==> config.mk <==
export PLATFORM = sky130hd
export DESIGN_NAME = dah_heading
export DESIGN_NICKNAME = d
export VERILOG_FILES = /design/src/sv/dah_pkg.sv /design/src/sv/dah_heading.sv
export SDC_FILE = /design/constraint.sdc
export NUM_CORES = 2
export LEC_CHECK = 0
export ABC_AREA = 0
export ABC_CLOCK_PERIOD_IN_PS = 10200
export BUFFER_PORTS_ARGS = -buffer_cell sky130_fd_sc_hd__buf_2
export CORE_UTILIZATION = 55
export CTS_BUF_LIST = sky130_fd_sc_hd__clkbuf_4 sky130_fd_sc_hd__clkbuf_8
export DETAILED_ROUTE_END_ITERATION = 8
export PLACE_DENSITY = 0.71
export RECOVER_POWER = 50
export REMOVE_ABC_BUFFERS = 1
export SKIP_LAST_GASP = 1
export SLEW_MARGIN = 5
export SYNTH_ARGS = -nofsm -noshare
export SYNTH_HDL_FRONTEND = slang
export SYNTH_SLANG_ARGS = --single-unit
==> constraint.sdc <==
create_clock -name clock -period 10.2 [get_ports clock]
set_clock_uncertainty 0.2 [all_clocks]
set_input_delay 1.02 -clock clock [delete_from_list [all_inputs] [get_ports clock]]
set_output_delay 1.02 -clock clock [all_outputs]
set_load 0.005 [all_outputs]
==> src/sv/dah_pkg.sv <==
// shared types, constants and angle tables for the distance and heading block
package dah_pkg;

   localparam int CORDIC_STAGES = 32;
   localparam int COORD_W = 26;
   localparam int MAG_W = 26;
   localparam int HEADING_W = 12;
   localparam int DIST_W = 27;
   localparam int CX_W = 62;
   localparam int Z_W = 64;
   localparam int SHIFT_IN = 32;
   localparam int QUO_W = 11;
   localparam int MM_W = 52;
   localparam int SUM_W = 53;
   localparam int ROOT_W = 55;
   localparam int ROOT_STEPS = 27;

   localparam int CORDIC_LAT = CORDIC_STAGES + 1;
   localparam int HDG_LAT = 2 + QUO_W;
   localparam int SQRT_LAT = 3 + ROOT_STEPS;
   localparam int BACK_LAT = CORDIC_LAT + HDG_LAT;
   localparam int DIST_DLY = BACK_LAT - SQRT_LAT;

   localparam logic signed [HEADING_W-1:0] HDG_NORTH = 12'sd0;
   localparam logic signed [HEADING_W-1:0] HDG_SOUTH = 12'sd1800;
   localparam logic signed [HEADING_W-1:0] HDG_EAST = -12'sd900;
   localparam logic signed [HEADING_W-1:0] HDG_WEST = 12'sd900;

   typedef struct packed {
      logic dx_zero;
      logic dz_zero;
      logic dx_pos;
      logic dz_neg;
   } dah_flags_type;

   typedef struct packed {
      logic [MAG_W-1:0] u;
      logic [MAG_W-1:0] v;
      dah_flags_type flags;
   } dah_item_type;

   typedef logic [63:0] atan_tab_type [CORDIC_STAGES];

   // pi in q60 by machin's formula, each series term truncated
   function automatic logic [63:0] calc_pi_q60();
      logic [63:0] p;
      logic [63:0] s5;
      logic [63:0] s239;
      logic [63:0] term;
      int k;
      s5 = 64'd0;
      p = (64'd1 << 60) / 64'd5;
      k = 0;
      while (p != 64'd0) begin
         term = p / 64'(2 * k + 1);
         if ((k % 2) == 1) s5 = s5 - term;
         else s5 = s5 + term;
         p = p / 64'd25;
         k = k + 1;
      end
      s239 = 64'd0;
      p = (64'd1 << 60) / 64'd239;
      k = 0;
      while (p != 64'd0) begin
         term = p / 64'(2 * k + 1);
         if ((k % 2) == 1) s239 = s239 - term;
         else s239 = s239 + term;
         p = p / 64'd57121;
         k = k + 1;
      end
      return 64'd16 * s5 - 64'd4 * s239;
   endfunction

   localparam logic [63:0] PI_Q60 = calc_pi_q60();
   localparam logic [63:0] HALF_PI_Q60 = PI_Q60 >> 1;
   localparam logic [63:0] PI_Q50 = PI_Q60 >> 10;
   localparam logic [63:0] TWO_PI_Q50 = PI_Q50 << 1;

   // atan(2^-i) in q60 by its taylor series, pi/4 for i = 0
   function automatic logic [63:0] calc_atan_q60(int i);
      logic [63:0] sum;
      logic [63:0] term;
      int k;
      int e;
      sum = 64'd0;
      if (i == 0) begin
         sum = PI_Q60 >> 2;
      end else begin
         for (k = 0; k <= 30; k++) begin
            e = i * (2 * k + 1);
            if (e <= 60) begin
               term = (64'd1 << (60 - e)) / 64'(2 * k + 1);
               if ((k % 2) == 1) sum = sum - term;
               else sum = sum + term;
            end
         end
      end
      return sum;
   endfunction

   function automatic atan_tab_type calc_atan_tab();
      atan_tab_type t;
      for (int i = 0; i < CORDIC_STAGES; i++) t[i] = calc_atan_q60(i);
      return t;
   endfunction

   localparam atan_tab_type ATAN_Q60 = calc_atan_tab();

endpackage

==> src/sv/dah_heading.sv <==
// angle to tenths of a degree: clamp, fold, scale and restoring divide
module dah_heading (
   input  logic                           clock,
   input  logic                           en,
   input  logic signed [dah_pkg::Z_W-1:0] angle,
   input  logic                           south,
   output logic [dah_pkg::QUO_W-1:0]      tenths
);

   logic [63:0]                theta, m;
   logic [dah_pkg::MM_W-1:0]   mm_ff;
   logic [63:0]                n_ff;
   logic [63:0]                rem_ff [dah_pkg::QUO_W];
   logic [dah_pkg::QUO_W-1:0]  q_ff [dah_pkg::QUO_W];

   always_comb begin
      if (angle[63]) theta = 64'd0;
      else if (64'(angle) > dah_pkg::HALF_PI_Q60) theta = dah_pkg::HALF_PI_Q60;
      else theta = 64'(angle);
      m = south ? dah_pkg::PI_Q60 - theta : theta;
   end

   always_ff @(posedge clock) begin
      if (en) begin
         mm_ff <= m[61:10];
         n_ff <= 64'(mm_ff) * 64'd3600 + dah_pkg::PI_Q50;
      end
   end

   for (genvar j = 0; j < dah_pkg::QUO_W; j++) begin : g_div
      localparam int K = dah_pkg::QUO_W - 1 - j;
      localparam logic [63:0] DSH = dah_pkg::TWO_PI_Q50 << K;
      logic [63:0]               r_prev;
      logic [dah_pkg::QUO_W-1:0] q_prev;
      if (j == 0) begin : g_first
         assign r_prev = n_ff;
         assign q_prev = '0;
      end else begin : g_next
         assign r_prev = rem_ff[j-1];
         assign q_prev = q_ff[j-1];
      end
      always_ff @(posedge clock) begin
         if (en) begin
            if (r_prev >= DSH) begin
               rem_ff[j] <= r_prev - DSH;
               q_ff[j] <= q_prev | (dah_pkg::QUO_W'(1) << K);
            end else begin
               rem_ff[j] <= r_prev;
               q_ff[j] <= q_prev;
            end
         end
      end
   end

   assign tenths = q_ff[dah_pkg::QUO_W-1];

endmodule

# [Word-level counts from Yosys, hierarchy flattened]
# Memory sizes are Yosys's and may differ from the RTL's.
# Cells that the tools add are included.
[totals] n_memories=2 ff_bits=116 wordCells=143 ramBits=825 output_inout_bits=11 in_bits=67
[mem_list] memory="rem_ff" words=11 word_bits=64 read_ports=10 rd_ports_with_merged_regs=0 wr=11 line="dah_heading.sv:13" rtl="logic [63:0] rem_ff [dah_pkg::QUO_W];"
[mem_list] memory="q_ff" words=11 word_bits=11 read_ports=11 rd_ports_with_merged_regs=0 wr=11 line="dah_heading.sv:14" rtl="logic [dah_pkg::QUO_W-1:0] q_ff [dah_pkg::QUO_W];"
[classes] muxes=91 order_cmp=12 multipliers=1 add_sub_neg=13 bitwise_logic=22
[op_table] cell="64-bit two-way mux" count=11
[op_table] cell="62-bit two-way mux" count=3
[op_table] cell="11-bit two-way mux" count=11
[op_table] cell="1-bit two-way mux" count=66
[op_table] cell="64-bit by 52-bit adder with 64-bit output, second input constant" count=1
[op_table] cell="64-bit by 53-bit >= comparator with 1-bit output, second input constant" count=1
[op_table] cell="64-bit by 54-bit >= comparator with 1-bit output, second input constant" count=1
[op_table] cell="64-bit by 55-bit >= comparator with 1-bit output, second input constant" count=1
[op_table] cell="64-bit by 56-bit >= comparator with 1-bit output, second input constant" count=1
[op_table] cell="64-bit by 57-bit >= comparator with 1-bit output, second input constant" count=1
[op_table] cell="64-bit by 58-bit >= comparator with 1-bit output, second input constant" count=1
[op_table] cell="64-bit by 59-bit >= comparator with 1-bit output, second input constant" count=1
[op_table] cell="64-bit by 60-bit >= comparator with 1-bit output, second input constant" count=1
[op_table] cell="64-bit by 61-bit >= comparator with 1-bit output, second input constant" count=1
[op_table] cell="64-bit by 62-bit >= comparator with 1-bit output, second input constant" count=1
[op_table] cell="64-bit by 63-bit >= comparator with 1-bit output, second input constant" count=1
[op_table] cell="64-bit by 61-bit > comparator with 1-bit output, second input constant" count=1
[op_table] cell="64-bit by 53-bit subtractor with 64-bit output, second input constant" count=1
[op_table] cell="64-bit by 54-bit subtractor with 64-bit output, second input constant" count=1
[op_table] cell="64-bit by 55-bit subtractor with 64-bit output, second input constant" count=1
[op_table] cell="64-bit by 56-bit subtractor with 64-bit output, second input constant" count=1
[op_table] cell="64-bit by 57-bit subtractor with 64-bit output, second input constant" count=1
[op_table] cell="64-bit by 58-bit subtractor with 64-bit output, second input constant" count=1
[op_table] cell="64-bit by 59-bit subtractor with 64-bit output, second input constant" count=1
[op_table] cell="other kinds (7)" count=28

# [Longest topological paths before layout]
# An unclocked memory read counts as a cell.
[logic_depth] depth_word=6 depth_mapped=20 ltp_nobuf=20

# [Least setup slack after synthesis]
# No wires, ideal clock.
[synth_path] path_type="register to register" from="reg mm_ff[27] in the netlist's numbering" to="reg n_ff[63], in the netlist g_div[0].r_prev[63], data pin" synth_period_minus_slack_ns=5.822 setup_time_ns=0.261 path_stages_with_launch=20 slack_ns=4.378 t_required_ns=9.739 arrival_ns=5.362 n_path_buf=1 path_cell_list="edfxtp_1 -> inv_1 -> fa_1 -> inv_1 -> ha_1 -> fa_1 -> ha_1 -> ha_1 -> clkbuf_1 -> nand2_1 -> nor2_1 -> and4_1 -> or3b_1 -> a311o_1 -> and3b_1 -> nor4b_2 -> nand3_1 -> o41ai_2 -> nand4b_1 -> xor2_1"
[synth_via] elab_chain_cells=2
[synth_lines] element="from (decl)" line="dah_heading.sv:11" rtl="logic [dah_pkg::MM_W-1:0] mm_ff;"
[synth_lines] element="from (signal assigned)" line="dah_heading.sv:25" rtl="mm_ff <= m[61:10];"
[synth_lines] element="52-bit by 8-bit multiplier with 60-bit output" line="dah_heading.sv:26" rtl="n_ff <= 64'(mm_ff) * 64'd3600 + dah_pkg::PI_Q50;"
[synth_lines] element="64-bit by 52-bit adder with 64-bit output" line="dah_heading.sv:26"
[synth_lines] element="to (signal assigned)" line="dah_heading.sv:26"
[synth_lines] element="to (decl)" line="dah_heading.sv:12" rtl="logic [63:0] n_ff;"
# No other way between the ends.
# A chain may end at the register's enable or synchronous reset.

==> flow_summary.json <==
{
  "avgSynthCellArea_um2": 10.97,
  "cts_sinks": 778,
  "nFillCells": 6814,
  "routed_wl_mm": 83.10,
  "cts_hold_buf": 0,
  "sw_frac_of_total_pct": 38.59,
  "syn-cell-area_mm2": 0.04702,
  "pin_count": 78,
  "final-max-slew-violation-count": 517,
  "seq_power_share_pct": 38.7,
  "dpl_cell_area_mm2": 0.04859,
  "power_switching_w": 0.006677,
  "period_share_pct": 72.51,
  "drt_iter0_drc": 1290,
  "power_density_mw_per_mm2": 339.4,
  "crit_family": "buffers and inverters",
  "grt_setup_unrepaired": "false",
  "area_delta_synth_final_pct": 8.440,
  "yosysUniqueCellTypes": 92,
  "cts_root_buffer": "clkbuf_8",
  "worstReg2RegEnd": "g_div[0].r_prev[63]$_DFFE_PP_",
  "path_class": "input pin to register",
  "whs_ns": 0.2116,
  "grtUsageTotal_pct": 19.49,
  "critPathCapture": "rem_ff[0][45]$_DFFE_PP_",
  "post_drt_wl_per_cell_um": 14.77,
  "grt_pass1_wl_mm": 139.6,
  "power.leakage_nw": 19.15,
  "asyncSetResetFlopFracSynth_pct": 0,
  "cts_tree": "done",
  "core_mm2": 0.08409,
  "pre_cts_slack_ns": 3.402,
  "endpoint_kind": "register",
  "critPathSlowestCell": "clkbuf_1",
  "finalSetupViolCount": 0,
  "ir_drop_v": 0.0001905,
  "clock_latency_ns": 0.75,
  "rows": 106,
  "routed-via-count": 31210,
  "die_w_um": 294.4,
  "violations": "capacitance limit, slew limit",
  "power_frac_clock_pct": 14.9,
  "fin_crit_ns": 7.396,
  "cp_data_required_time_ns": 10.33,
  "overflow": 0,
  "synth_flop_cell": "edfxtp_1",
  "cp.arrival_ns": 7.53,
  "layout_commonest_cell": "edfxtp_1",
  "crit_buf_inv": 5,
  "power_w": 0.01730,
  "firstDrtPassIters": 5,
  "die_area_mm2": 0.08667,
  "outcome": "finished, violations left",
  "yosysWarnings": 0,
  "vias_per_cell": 5.547,
  "tns_ns": 0,
  "reg2reg_from": "mm_ff[3]$_DFFE_PP_",
  "ys_seq_elements": 778,
  "routabilityCongestion": 0.8967,
  "ys_seq_area_share_pct": 49.68,
  "post_cts_buffers": 0,
  "numCtsBuffers": 131,
  "clkTransAtPathRegs_ns": 0.06,
  "fin_ws_ns": 2.804,
  "cp_cell_sequence": "clkbuf_1, clkbuf_1, clkbuf_1, buf_12, buf_12",
  "crit_path_max_incr_delay_ns": 1.90,
  "synthCells": 4287,
  "htreeDepth": 4,
  "crit_path_start": "en",
  "synth_edf_count": 778,
  "combPwrFrac_pct": 46.4,
  "drc_errors": 0,
  "antenna_left": 0,
  "hold_violations": 0,
  "clockBufferDepth": 3,
  "r2r_slack_ns": 3.30,
  "crit_top_cell": "clkbuf_1",
  "grt_antenna_before_repair": 2,
  "reg2reg_depth": 19,
  "die_h_um": 294.4,
  "intPower_w": 0.01063,
  "cap_viol_max_count": 11,
  "grt_max_degree": 169,
  "hpwlAfterDp_mm": 62.57,
  "grt_pass1_vias": 31440,
  "fmax_mhz": 135.2,
  "start_util_pct": 55.92,
  "cp_num_cells": 5,
  "worst_pin_slew_ns": 3.778,
  "slew_headroom_pct": -151.8,
  "io_buffers": 77,
  "critPathLaunchType": "input pin",
  "drive_gt1_share_pct": 8.105,
  "finalNetCount": 4744,
  "post_cts_resized": 0,
  "crit_fanout": 168,
  "final_cell_mix": "edfxtp_1, nand2_1, xnor2_1, nor2_1, xor2_1",
  "hold_class": "register to register",
  "final_cell_area_mm2": 0.05099
}
==> worst min-delay path by stage <==
stage / from / endpoint / cells past startpoint
after floorplan: q_ff[9][10]$_DFFE_PP_ / q_ff[10][10]$_DFFE_PP_ / 0
after global placement: q_ff[7][3]$_SDFFCE_PN1P_ / q_ff[8][3]$_DFFE_PP_ / 0
after detailed placement: q_ff[9][10]$_DFFE_PP_ / q_ff[10][10]$_DFFE_PP_ / 0
after CTS: rem_ff[5][4]$_DFFE_PP_ / rem_ff[6][4]$_DFFE_PP_ / 0
after global routing: rem_ff[5][4]$_DFFE_PP_ / rem_ff[6][4]$_DFFE_PP_ / 0
final: q_ff[8][10]$_DFFE_PP_ / q_ff[9][10]$_DFFE_PP_ / 0
==> cells by family (layout without fill, tap and decap cells) <==
| family | after synthesis | after routing | share of synthesized area (%) |
|---|---|---|---|
| DFF | 778 | 778 | 49.68 |
| and+or+nand+nor | 1351 | 1351 | 13.90 |
| muxes | 17 | 17 | 0.3885 |
| adders and majority gates | 276 | 276 | 8.876 |
| other | 0 | 2 | 0 |
| xor gates and xnor gates | 640 | 640 | 11.92 |
| buffers and inverters | 350 | 554 | 2.850 |
| AOI/OAI and AO/OA | 875 | 875 | 12.38 |
==> flip-flops by register name, summed over array words and instances, names as in the netlist <==
| name | flops |
|---|---|
| g_div.r_prev | 60 |
| q_ff | 66 |
| rem_ff | 600 |
| mm_ff | 52 |
==> metrics by stage <==
stage	util, %	cells
floorplan	-	4166
detailed placement	57.78	5402
finish	60.64	5627
global placement	57.78	5402
global route	60.64	5627
CTS	60.72	5625
==> per-layer routing <==
| layer | wire, um | vias to the layer above | global-route usage, % |
|---|---|---|---|
| li1 | - | 15890 | - |
| met2 | 46130 | 570 | 39.11 |
| met1 | 31190 | 14540 | 18.78 |
| met5 | 0 | - | 0 |
| met4 | 3048 | 0 | 9.743 |
| met3 | 2728 | 214 | 3.220 |
==> power groups by stage <==
stage / clock network [W] / registers, W / logic, W
after floorplan: 0 / 0.00648 / 0.00657
after global placement: 0 / 0.00667 / 0.00785
after detailed placement: 0 / 0.00672 / 0.00802
after CTS: 0.00267 / 0.00666 / 0.00807
after global routing: 0.00281 / 0.00686 / 0.00909
final: 0.00258 / 0.00669 / 0.00804
==> synthesized netlist by cell type, types with 54 or more instances <==
library cell  count  area, um2
nor2_1          335       1257
clkbuf_1        101      379.1
nand3_1          96      480.5
xor2_1          275       2409
a21oi_1         211       1056
ha_1            180       2252
nor4_1           65      406.6
o21ai_0         202       1011
or3_1            54      337.8
nand2_1         393       1475
nor3_1          128      640.6
xnor2_1         365       3197
fa_1             96       1922
inv_1           222      833.3
edfxtp_1        778      23360
==> layout make-up <==
type | instances | area, um2 | share of cell area [%]
sequential | 778 | 23360 | 45.82
multi-input combinational | 3159 | 22320 | 43.78
clock buffer | 177 | 2167 | 4.250
tap | 1134 | 1419 | 2.782
inverter | 229 | 859.6 | 1.686
timing repair buffer | 102 | 558.0 | 1.094
clock inverter | 46 | 299.0 | 0.5864
antenna | 2 | 5.005 | 0.009815
(Power assumes the default switching activity.)
