**config.mk**
```make
export PLATFORM = sky130hd
export DESIGN_NAME = dah_front
export DESIGN_NICKNAME = d
export VERILOG_FILES = /design/src/sv/dah_pkg.sv /design/src/sv/dah_front.sv
export SDC_FILE = /design/constraint.sdc
export NUM_CORES = 1
export LEC_CHECK = 0
export ABC_AREA = 1
export ABC_CLOCK_PERIOD_IN_PS = 4300
export BUFFER_PORTS_ARGS = -buffer_cell sky130_fd_sc_hd__buf_2
export CELL_PAD_IN_SITES_DETAIL_PLACEMENT = 1
export CELL_PAD_IN_SITES_GLOBAL_PLACEMENT = 1
export CORE_ASPECT_RATIO = 0.8
export CORE_MARGIN = 2
export CORE_UTILIZATION = 42
export CTS_CLUSTER_DIAMETER = 50
export DETAILED_ROUTE_END_ITERATION = 10
export GPL_TIMING_DRIVEN = 0
export PLACE_DENSITY = 0.94
export SYNTH_ARGS = -nofsm -noshare
export SYNTH_HDL_FRONTEND = slang
export SYNTH_SLANG_ARGS = --single-unit
```
**constraint.sdc**
```tcl
create_clock -name clock -period 4.3 [get_ports clock]
set_input_delay 0.645 -clock clock [delete_from_list [all_inputs] [get_ports clock]]
set_output_delay 0.645 -clock clock [all_outputs]
set_load 0.005 [all_outputs]
```
**src/sv/dah_pkg.sv**
```systemverilog
// shared types, constants and angle tables for the distance and heading block
package dah_pkg;

   localparam int CORDIC_STAGES = 32;
   localparam int COORD_W = 26;
   localparam int MAG_W = 26;
   localparam int HEADING_W = 12;
   localparam int DIST_W = 27;
   localparam int CX_W = 62;
   localparam int Z_W = 64;
   localparam int SHIFT_IN = 32;
   localparam int QUO_W = 11;
   localparam int MM_W = 52;
   localparam int SUM_W = 53;
   localparam int ROOT_W = 55;
   localparam int ROOT_STEPS = 27;

   localparam int CORDIC_LAT = CORDIC_STAGES + 1;
   localparam int HDG_LAT = 2 + QUO_W;
   localparam int SQRT_LAT = 3 + ROOT_STEPS;
   localparam int BACK_LAT = CORDIC_LAT + HDG_LAT;
   localparam int DIST_DLY = BACK_LAT - SQRT_LAT;

   localparam logic signed [HEADING_W-1:0] HDG_NORTH = 12'sd0;
   localparam logic signed [HEADING_W-1:0] HDG_SOUTH = 12'sd1800;
   localparam logic signed [HEADING_W-1:0] HDG_EAST = -12'sd900;
   localparam logic signed [HEADING_W-1:0] HDG_WEST = 12'sd900;

   typedef struct packed {
      logic dx_zero;
      logic dz_zero;
      logic dx_pos;
      logic dz_neg;
   } dah_flags_type;

   typedef struct packed {
      logic [MAG_W-1:0] u;
      logic [MAG_W-1:0] v;
      dah_flags_type flags;
   } dah_item_type;

   typedef logic [63:0] atan_tab_type [CORDIC_STAGES];

   // pi in q60 by machin's formula, each series term truncated
   function automatic logic [63:0] calc_pi_q60();
      logic [63:0] p;
      logic [63:0] s5;
      logic [63:0] s239;
      logic [63:0] term;
      int k;
      s5 = 64'd0;
      p = (64'd1 << 60) / 64'd5;
      k = 0;
      while (p != 64'd0) begin
         term = p / 64'(2 * k + 1);
         if ((k % 2) == 1) s5 = s5 - term;
         else s5 = s5 + term;
         p = p / 64'd25;
         k = k + 1;
      end
      s239 = 64'd0;
      p = (64'd1 << 60) / 64'd239;
      k = 0;
      while (p != 64'd0) begin
         term = p / 64'(2 * k + 1);
         if ((k % 2) == 1) s239 = s239 - term;
         else s239 = s239 + term;
         p = p / 64'd57121;
         k = k + 1;
      end
      return 64'd16 * s5 - 64'd4 * s239;
   endfunction

   localparam logic [63:0] PI_Q60 = calc_pi_q60();
   localparam logic [63:0] HALF_PI_Q60 = PI_Q60 >> 1;
   localparam logic [63:0] PI_Q50 = PI_Q60 >> 10;
   localparam logic [63:0] TWO_PI_Q50 = PI_Q50 << 1;

   // atan(2^-i) in q60 by its taylor series, pi/4 for i = 0
   function automatic logic [63:0] calc_atan_q60(int i);
      logic [63:0] sum;
      logic [63:0] term;
      int k;
      int e;
      sum = 64'd0;
      if (i == 0) begin
         sum = PI_Q60 >> 2;
      end else begin
         for (k = 0; k <= 30; k++) begin
            e = i * (2 * k + 1);
            if (e <= 60) begin
               term = (64'd1 << (60 - e)) / 64'(2 * k + 1);
               if ((k % 2) == 1) sum = sum - term;
               else sum = sum + term;
            end
         end
      end
      return sum;
   endfunction

   function automatic atan_tab_type calc_atan_tab();
      atan_tab_type t;
      for (int i = 0; i < CORDIC_STAGES; i++) t[i] = calc_atan_q60(i);
      return t;
   endfunction

   localparam atan_tab_type ATAN_Q60 = calc_atan_tab();

endpackage

```
**src/sv/dah_front.sv**
```systemverilog
// front end: takes coordinate beats, forms offsets and flags, two-entry queue
module dah_front (
   input  logic                               clock,
   input  logic                               reset,
   input  logic                               req_valid,
   output logic                               req_ready,
   input  logic signed [dah_pkg::COORD_W-1:0] req_origin_x,
   input  logic signed [dah_pkg::COORD_W-1:0] req_origin_z,
   input  logic signed [dah_pkg::COORD_W-1:0] req_target_x,
   input  logic signed [dah_pkg::COORD_W-1:0] req_target_z,
   input  logic                               pop,
   output logic                               item_valid,
   output dah_pkg::dah_item_type              item
);

   dah_pkg::dah_item_type q_ff [2];
   logic                  wr_ptr_ff, wr_ptr_in;
   logic                  rd_ptr_ff, rd_ptr_in;
   logic [1:0]            cnt_ff, cnt_in;
   logic signed [26:0]    dx, dz;
   logic [26:0]           ax, az;
   dah_pkg::dah_item_type cls;
   logic                  push;

   always_comb begin
      dx = {req_target_x[25], req_target_x} - {req_origin_x[25], req_origin_x};
      dz = {req_target_z[25], req_target_z} - {req_origin_z[25], req_origin_z};
      ax = dx[26] ? 27'(-dx) : 27'(dx);
      az = dz[26] ? 27'(-dz) : 27'(dz);
      cls.u = ax[25:0];
      cls.v = az[25:0];
      cls.flags.dx_zero = (dx == 27'sd0);
      cls.flags.dz_zero = (dz == 27'sd0);
      cls.flags.dx_pos = !dx[26] && (dx != 27'sd0);
      cls.flags.dz_neg = dz[26];
   end

   assign req_ready = (cnt_ff != 2'd2);
   assign push = req_valid && req_ready;
   assign item_valid = (cnt_ff != 2'd0);
   assign item = q_ff[rd_ptr_ff];

   always_comb begin
      wr_ptr_in = push ? !wr_ptr_ff : wr_ptr_ff;
      rd_ptr_in = pop ? !rd_ptr_ff : rd_ptr_ff;
      cnt_in = cnt_ff + 2'(push) - 2'(pop);
   end

   always_ff @(posedge clock) begin
      if (reset) begin
         wr_ptr_ff <= 1'b0;
         rd_ptr_ff <= 1'b0;
         cnt_ff <= 2'd0;
      end else begin
         wr_ptr_ff <= wr_ptr_in;
         rd_ptr_ff <= rd_ptr_in;
         cnt_ff <= cnt_in;
      end
   end

   always_ff @(posedge clock) begin
      if (push) q_ff[wr_ptr_ff] <= cls;
   end

endmodule

```
After elaboration in Yosys (flattened, before gate mapping)
Memory sizes are Yosys's and may differ from the RTL's. A register that Yosys moved wholly into a read port is not among the register bits. Cells that the tools add are included.

Register bits after elaboration: 4. RAM bits: 112. Output and inout port bits: 58. Logic and storage cells: 26. Memories kept: 1.

Add/subtract/negate cells: 6. Equal/unequal tests: 1. Multiplexer cells: 6. Reductions and logical operators: 9.

Memory list: q_ff (words 2, width 56, read ports 1, clocked after memory_dff 1, write ports 1, line dah_front.sv:16) `dah_pkg::dah_item_type q_ff [2];`.

Operators with widths (number): logical NOT 27 bit (2); subtractor 26 x 26 -> 27 bit (2); two-way mux 26 bit (2); negation 26 bit (2); nonzero test 27 bit (1); two-way mux 1 bit (4); logical NOT 1 bit (3); adder 2 x 1 -> 2 bit (1); logical AND 1 bit (2); inequality test 2 bit, second input constant (1); nonzero test 2 bit (1); subtractor 2 x 1 -> 2 bit (1).

Logic depth before layout (Yosys ltp)
Gate-level depths: netlist of run 1.

Depth after elaboration: 4. Mapped depth: 21.

Worst setup path after synthesis of run 1
Ideal clock, no wire load.

Kind: in2reg. Start point: input port req_valid. End point: memory q_ff[1][0] (netlist bit) (enable). Setup time: 471 ps. Arrival: 3105 ps. Data required time: 3829 ps. Setup slack: 724 ps. Stages: 2. Path buffers: 0. Cell sequence: nand2_1 nor2_1.

Word-level cells in the longest chain between the ends: 3.

Ends and longest elaborated chain: start, declared (line dah_front.sv:5) `input logic req_valid,`; logical AND 1 bit (line dah_front.sv:39) `assign push = req_valid && req_ready;`; two-way mux 1 bit (line dah_front.sv:62) `if (push) q_ff[wr_ptr_ff] <= cls;`; two-way mux 1 bit (not written as such) (line dah_front.sv:62); end, declared (line dah_front.sv:16).

Every way passes these cells.

Worst setup path in the final report of run 1
Start point: input port req_origin_z[0] (netlist bit). End point: memory q_ff[0][28] (netlist bit) (data pin).

Word-level cells in the longest chain between the ends: 3.

Ends and longest elaborated chain: start, declared (line dah_front.sv:8) `input logic signed [dah_pkg::COORD_W-1:0] req_origin_z,`; subtractor 26 x 26 -> 27 bit (*) (line dah_front.sv:27) `dz = {req_target_z[25], req_target_z} - {req_origin_z[25], req_origin_z};`; negation 26 bit (line dah_front.sv:29) `az = dz[26] ? 27'(-dz) : 27'(dz);`; two-way mux 26 bit (*) (line dah_front.sv:29); net az[24] (line dah_front.sv:21) `logic [26:0] ax, az;`.

The timed path passes the listed nets; every way through them passes the cells marked *.

==> metrics.cfg, run 1 <==
[status]
outcome=completed

[cts]
cts_resized=0
cts_tree=yes
clockBufferDepth=2
cts_sinks=117
worstSkewPairLatency_ns=0.41
clock-root-buffer=clkbuf_16
post_cts_buffers=0
cts-hold-fix-buffers=0
numCtsBuffers=17
clkTransAtPathRegs_ns=0.07
h-tree-depth=4

[timing]
hold_violations=0
fin_skew_ns=0.0162
drv_slew=0
finalCriticalPeriod_ns=3.12
rsz0062_at_grt=false
fin_crit_sh_pct=72.6
relSlewSlack_pct=36.7
tightest_slew_ns=0.948
layout_setup_ws_ns=1.18
fmax_mhz=320
setup_violations=0

[setup_path]
cp-startpoint=req_origin_z[0]
crit_chain=buf_2 > ha_1 > inv_1 > fa_1 > inv_1 > ha_1 > inv_1 > nor2_1 > nand3_1 > nor2_1 > nand3_1 > nor2_2 > nand2_2 > nor2_4 > nand3_2 > nand2_1 > nand2_1 > nand2_1 > inv_1
crit_fanout=4
r2r-start=cnt_ff[0]$_SDFF_PP0_
reg2reg_to=q_ff[0][43]$_DFFE_PP_
crit_end=q_ff[0][28]$_DFFE_PP_
crit_path_max_incr_delay_ns=0.47
cp_slowest_cell=fa_1
ff2ff_path_depth=5
crit_type=input pin to flip-flop
worst_ep_arrival_time_ns=3.30
path_common_cell=inv_1
reg2reg_setup_slack_ns=2.20
startpoint_type=input pin
crit_required_ns=4.47
critPathCaptureType=flip-flop

[placement]
pre_cts_slack_ns=0.800
gp_congestion=0.904
hpwl_mm=24.9
port_buffers=165
dpl_cell_area_um2=11100
placed_cells=1804

[finish]
final_common_cell=nand2_1
area_growth_pct=19.1
drive_above_1_share_pct=20.7
final_cell_mix=nand2_1, inv_1, buf_2
n_antenna_cell=0
finish.utilization_pct=51.4
fin_nets=1683
nFillCells=2978
final_cells=1836
stdcell_area_um2=11700

[yosys]
avgSynthCellArea_um2=7.36
ys_types=39
synthAdderAreaFrac_pct=7.57
synth_seq_cells=117
synthSimpleGateAreaFrac_pct=31.3
synthMuxAreaShare_pct=6.44
synth_cells=1331
yosys_warnings=0
synth_compound_area_share_pct=4.15
synth_nets=1497
synth-xor-area-share_pct=4.55
syn-cell-area_um2=9790
synth_top_family_by_area=simple AND/OR/NAND/NOR gates
ys_seq_area_share_pct=35.4

[grt]
grt_max_degree=30
globalRoute.totalOverflow=0
grt_pass1_wl_mm=49.0
grt_usage_pct=25.2
antenna_found_initial=0
grt_pass1_vias=9581

[power]
ir_drop_v=0.000281
leakagePower_nw=5.92
power_density_nw_per_um2=400

[routing]
drt_wl_total_mm=30.8
drcViolationCount=0
routedWlPerCell_um=16.8
via_count=9496
viasPerCell=5.17
route.met2.wl_mm=13.9
ant_nets=0
wl_met1_mm=14.8
drtIter0Drc=644
dr_wl_met3_mm=1.64
drtPass1Iterations=5
dr.max_layer_used=met4

[floorplanning]
num_io_pins=166
rows=49
start_util_pct=43.2
coreArea_um2=22700
fp.dieH_um=141
dieArea_um2=24600
die_w_um=175

[run]
drv_cap=0

[hold_path]
hp-class=input pin to flip-flop

## cell usage after synthesis (all sizes together)
master    n  area share (%)
a21boi    1           0.077
nor4      3            0.19
inv     256             9.8
xnor2    16             1.5
xor2     34             3.0
or2       1           0.064
edfxtp  112              34
nand3    99             5.4
o21ai    17            0.98
dfxtp     5             1.0
mux2     56             6.4
clkinv    1           0.038
nor3b     1           0.077
o21bai    8            0.61
nand3b    9            0.69
a21oi    41             2.2
nor3     12            0.61
fa        2            0.41
clkbuf    7            0.27
and2      3            0.19
buf       6            0.45
ha       56             7.2
nand2   453              18
nand4    23             1.5
o211ai    3            0.23
nor2    106             4.5
## layer usage
| metal | vias to the layer above | GRT usage, % |
|---|---|---|
| met5 | - | 0 |
| met4 | 0 | 5.48 |
| met3 | 40 | 3.77 |
| met2 | 285 | 40.6 |
| met1 | 4550 | 35.9 |
| li1 | 4621 | - |
## worst max-delay path, delay by kind of cell
kind	cells	cell delay, ns
AND/OR/NAND/NOR	11	1.43
buffers and inverters	5	0.44
adder cells (fa/ha/maj)	3	0.80
## cell families after synthesis
kind of cell / count (synthesis)
AOI/OAI and AO/OA: 70
xor gates and xnor gates: 50
adders and majority gates: 58
buffers and inverters: 270
DFF: 117
muxes: 56
and+or+nand+nor: 710
## per-stage QoR
| step | power, W | setup TNS [ns] | hold WS (ns) |
|---|---|---|---|
| 4_1_cts | 0.00469 | 0 | 0.462 |
| 5_1_grt | 0.00493 | 0 | 0.463 |
| 3_5_place_dp | 0.00317 | 0 | 0.526 |
| 2_1_floorplan | 0.00261 | 0 | 0.480 |
| 3_3_place_gp | 0.00306 | -69.56 | 0.496 |
| 6_report | 0.00467 | 0 | 0.480 |
## registers in the layout, summed over array words and instances, names as in the netlist, named ones only
name	count
cnt_ff	2
wr_ptr_ff	1
q_ff	112
rd_ptr_ff	1
## final cells by class
type | instances | area [um^2] | area share [%]
Multi-Input combinational cell | 944 | 5310 | 45.5
Sequential cell | 117 | 3460 | 29.7
Inverter | 257 | 965 | 8.27
Timing Repair Buffer | 167 | 866 | 7.42
Clock buffer | 18 | 429 | 3.68
Tap cell | 306 | 383 | 3.28
Clock inverter | 14 | 179 | 1.53
Buffer | 13 | 70.1 | 0.601
## power by group
| group | total [W] | internal, W | switching, W |
|---|---|---|---|
| sequential | 0.00158 | 0.00153 | 0.0000516 |
| clock | 0.00148 | 0.000918 | 0.000563 |
| combinational | 0.00160 | 0.000571 | 0.00103 |
| total | 0.00467 | 0.00302 | 0.00165 |
## worst min-delay path by stage
| stage | from | to | cells after the start | slack, ns |
|---|---|---|---|---|
| floorplan | rd_ptr_ff$_SDFFE_PP0P_ | flip-flop | 2 | 0.48 |
| global placement | rd_ptr_ff$_SDFFE_PP0P_ | rd_ptr_ff$_SDFFE_PP0P_ | 2 | 0.50 |
| detailed placement | rd_ptr_ff$_SDFFE_PP0P_ | flip-flop | 2 | 0.53 |
| CTS | reset | cnt_ff[0]$_SDFF_PP0_ | 2 | 0.46 |
| global route | reset | cnt_ff[0]$_SDFF_PP0_ | 2 | 0.46 |
| finish | reset | cnt_ff[0]$_SDFF_PP0_ | 2 | 0.48 |
No activity file was read; power rests on OpenSTA's default activity.
==> inputs of run 2 (changes only) <==
Settings changed: ABC_CLOCK_PERIOD_IN_PS 4300 to 3200.
Clock period 4.3 ns to 3.2 ns, I/O delays scaled along.
==> metrics.cfg, run 2 (synthesis gave the netlist of run 1 again) <==
[power]
p_sw_w=0.00220  ; +34%
combPwrFrac_pct=34.7  ; +0.4 points
clkPwrFrac_pct=31.1  ; -0.6 points
p_seq_share_pct=34.2  ; +0.3 points
swShare_pct=35.5  ; +0.27 points
p_int_w=0.00400  ; +32%
power_density_nw_per_um2=532  ; +33%
leakagePower_nw=5.91  ; about the same
ir_drop_v=0.000556  ; +98%

[timing]
fin_crit_sh_pct=93.0
hold_violations=0  ; unchanged
setup_violations=0  ; unchanged
tightest_slew_ns=0.931  ; -0.0169 ns
finalCriticalPeriod_ns=2.98
relSlewSlack_pct=37.8  ; +1.1 points
layout_setup_ws_ns=0.224  ; -0.953 ns
drv_slew=0  ; unchanged
setup-tns-final_ns=0  ; unchanged
fmax_mhz=336
fin_skew_ns=0.0159  ; -0.000282 ns

[cts]
clockBufferDepth=2  ; unchanged
worstSkewPairLatency_ns=0.43  ; +0.02 ns
cts-hold-fix-buffers=0  ; unchanged
post_cts_buffers=0  ; unchanged
clkTransAtPathRegs_ns=0.06  ; about the same
cts_tree=yes
clock-root-buffer=clkbuf_16
cts_sinks=117  ; unchanged
numCtsBuffers=17  ; unchanged
h-tree-depth=4  ; unchanged

[routing]
drtPass1Iterations=5  ; unchanged
drt_wl_total_mm=30.9  ; +0.16%
drcViolationCount=0  ; unchanged
via_count=9295  ; -2.1%
routedWlPerCell_um=16.8  ; +0.16%
viasPerCell=5.06  ; -2.1%
ant_nets=0  ; unchanged
drtIter0Drc=585  ; -9.2%

[floorplanning]
start_util_pct=43.2  ; unchanged
dieArea_um2=24600  ; unchanged
num_io_pins=166  ; unchanged
coreArea_um2=22700  ; unchanged
die_w_um=175  ; unchanged
rows=49  ; unchanged
fp.dieH_um=141  ; unchanged

[finish]
largest_register_ffs=112  ; unchanged
final_cell_mix=nand2_1, inv_1, buf_2
stdcell_area_um2=11700  ; about the same
area_growth_pct=19.0  ; about the same
finish.utilization_pct=51.4  ; about the same
largest_register=q_ff
top_regs=q_ff (112), cnt_ff (2)
drive_above_1_share_pct=20.9  ; +0.26 points
n_antenna_cell=0  ; unchanged
final_common_cell=nand2_1
fin_nets=1683  ; unchanged

[setup_path]
crit_type=input pin to flip-flop
r2r-start=cnt_ff[0]$_SDFF_PP0_
reg2reg_to=q_ff[1][40]$_DFFE_PP_
crit_end=q_ff[1][28]$_DFFE_PP_
worst_ep_arrival_time_ns=3.16  ; -0.14 ns
crit_required_ns=3.38  ; -1.09 ns
reg2reg_setup_slack_ns=1.14  ; -1.06 ns
crit_fanout=4  ; unchanged
startpoint_type=input pin
cp-startpoint=req_origin_z[0]
ff2ff_path_depth=5  ; unchanged
critPathCaptureType=flip-flop

[placement]
dpl_cell_area_um2=11100  ; unchanged
port_buffers=165  ; unchanged
hpwl_mm=25.1  ; +0.78%
gp_congestion=0.895  ; -1.0%
pre_cts_slack_ns=-0.279  ; -1.08 ns

[grt]
grt_max_degree=31  ; +3.3%
globalRoute.totalOverflow=0  ; unchanged
grt_pass1_vias=9465  ; -1.2%
grt_pass1_wl_mm=49.1  ; +0.30%
antenna_found_initial=0  ; unchanged
grt_usage_pct=25.4  ; +0.17 points

[hold_path]
hp-class=input pin to flip-flop

[run]
drv_cap=0  ; unchanged

[status]
outcome=completed

==> run 2: cell count changes in the layout (fill, tap and decap cells not counted), sizes merged <==
cell	before	now
bufinv	3	2
clkinvlp	5	4
inv	258	260
==> run 2: how the worst min path moves through the flow <==
stage / start / endpoint / slack, ns / cells past startpoint
4_1_cts: reset / cnt_ff[0]$_SDFF_PP0_ / 0.28 / 2
3_5_place_dp: rd_ptr_ff$_SDFFE_PP0P_ / flip-flop / 0.58 / 2
3_3_place_gp: rd_ptr_ff$_SDFFE_PP0P_ / rd_ptr_ff$_SDFFE_PP0P_ / 0.50 / 2
5_1_grt: reset / cnt_ff[0]$_SDFF_PP0_ / 0.29 / 2
6_report: reset / cnt_ff[0]$_SDFF_PP0_ / 0.31 / 2
2_1_floorplan: rd_ptr_ff$_SDFFE_PP0P_ / flip-flop / 0.48 / 2
==> run 2: area by class of cell <==
cell class                      count  area [um^2]
Inverter                          257          965
Clock buffer                       18          439
Fill cell                        2942        11000
Timing Repair Buffer              167          866
Clock inverter                     14          149
Sequential cell                   117         3460
Multi-Input combinational cell    944         5320
Tap cell                          306          383
Buffer                             13         70.1
==> run 2: repair_timing <==
action	in CTS	in global routing
gates resized for setup	0	4
hold endpoints to repair	0	0
setup endpoints to repair	0	12
==> run 2: worst max-delay path, cell delays in order <==
cell     delay (ns)
buf_2          0.11
ha_1           0.21
inv_2          0.11
fa_1           0.46
inv_1          0.10
ha_1           0.17
inv_1          0.06
nor2_1         0.14
nand3_1        0.18
nor2_2         0.20
nand3_2        0.14
nor2_4         0.18
nand2_2        0.14
nor2_4         0.14
nand3_2        0.10
nand2_1        0.07
nand2_1        0.05
nand2_1        0.06
inv_1          0.06
==> run 2: through the flow <==
stage,hold WS [ns],total power (W),cells
6_report,0.308,0.00620,1836
5_1_grt,0.294,0.00655,1836
4_1_cts,0.276,0.00624,1836
3_5_place_dp,0.578,0.00426,1804
3_3_place_gp,0.498,0.00410,1802
2_1_floorplan,0.480,0.00351,1331
==> run 2: power groups by stage <==
stage / Sequential, W / Combinational [W] / Clock [W]
global route: 0.00214 / 0.00238 / 0.00202
detailed placement: 0.00215 / 0.00211 / 0
finish: 0.00212 / 0.00215 / 0.00193
CTS: 0.00212 / 0.00214 / 0.00197
floorplan: 0.00213 / 0.00138 / 0
global placement: 0.00214 / 0.00197 / 0
==> run 2: metal layers <==
layer  routed length (um)  global-route usage (%)
met2                14100                    41.0
met4                  374                    5.26
met3                 1640                    3.64
met1                14700                    36.3
met5                    0                       0
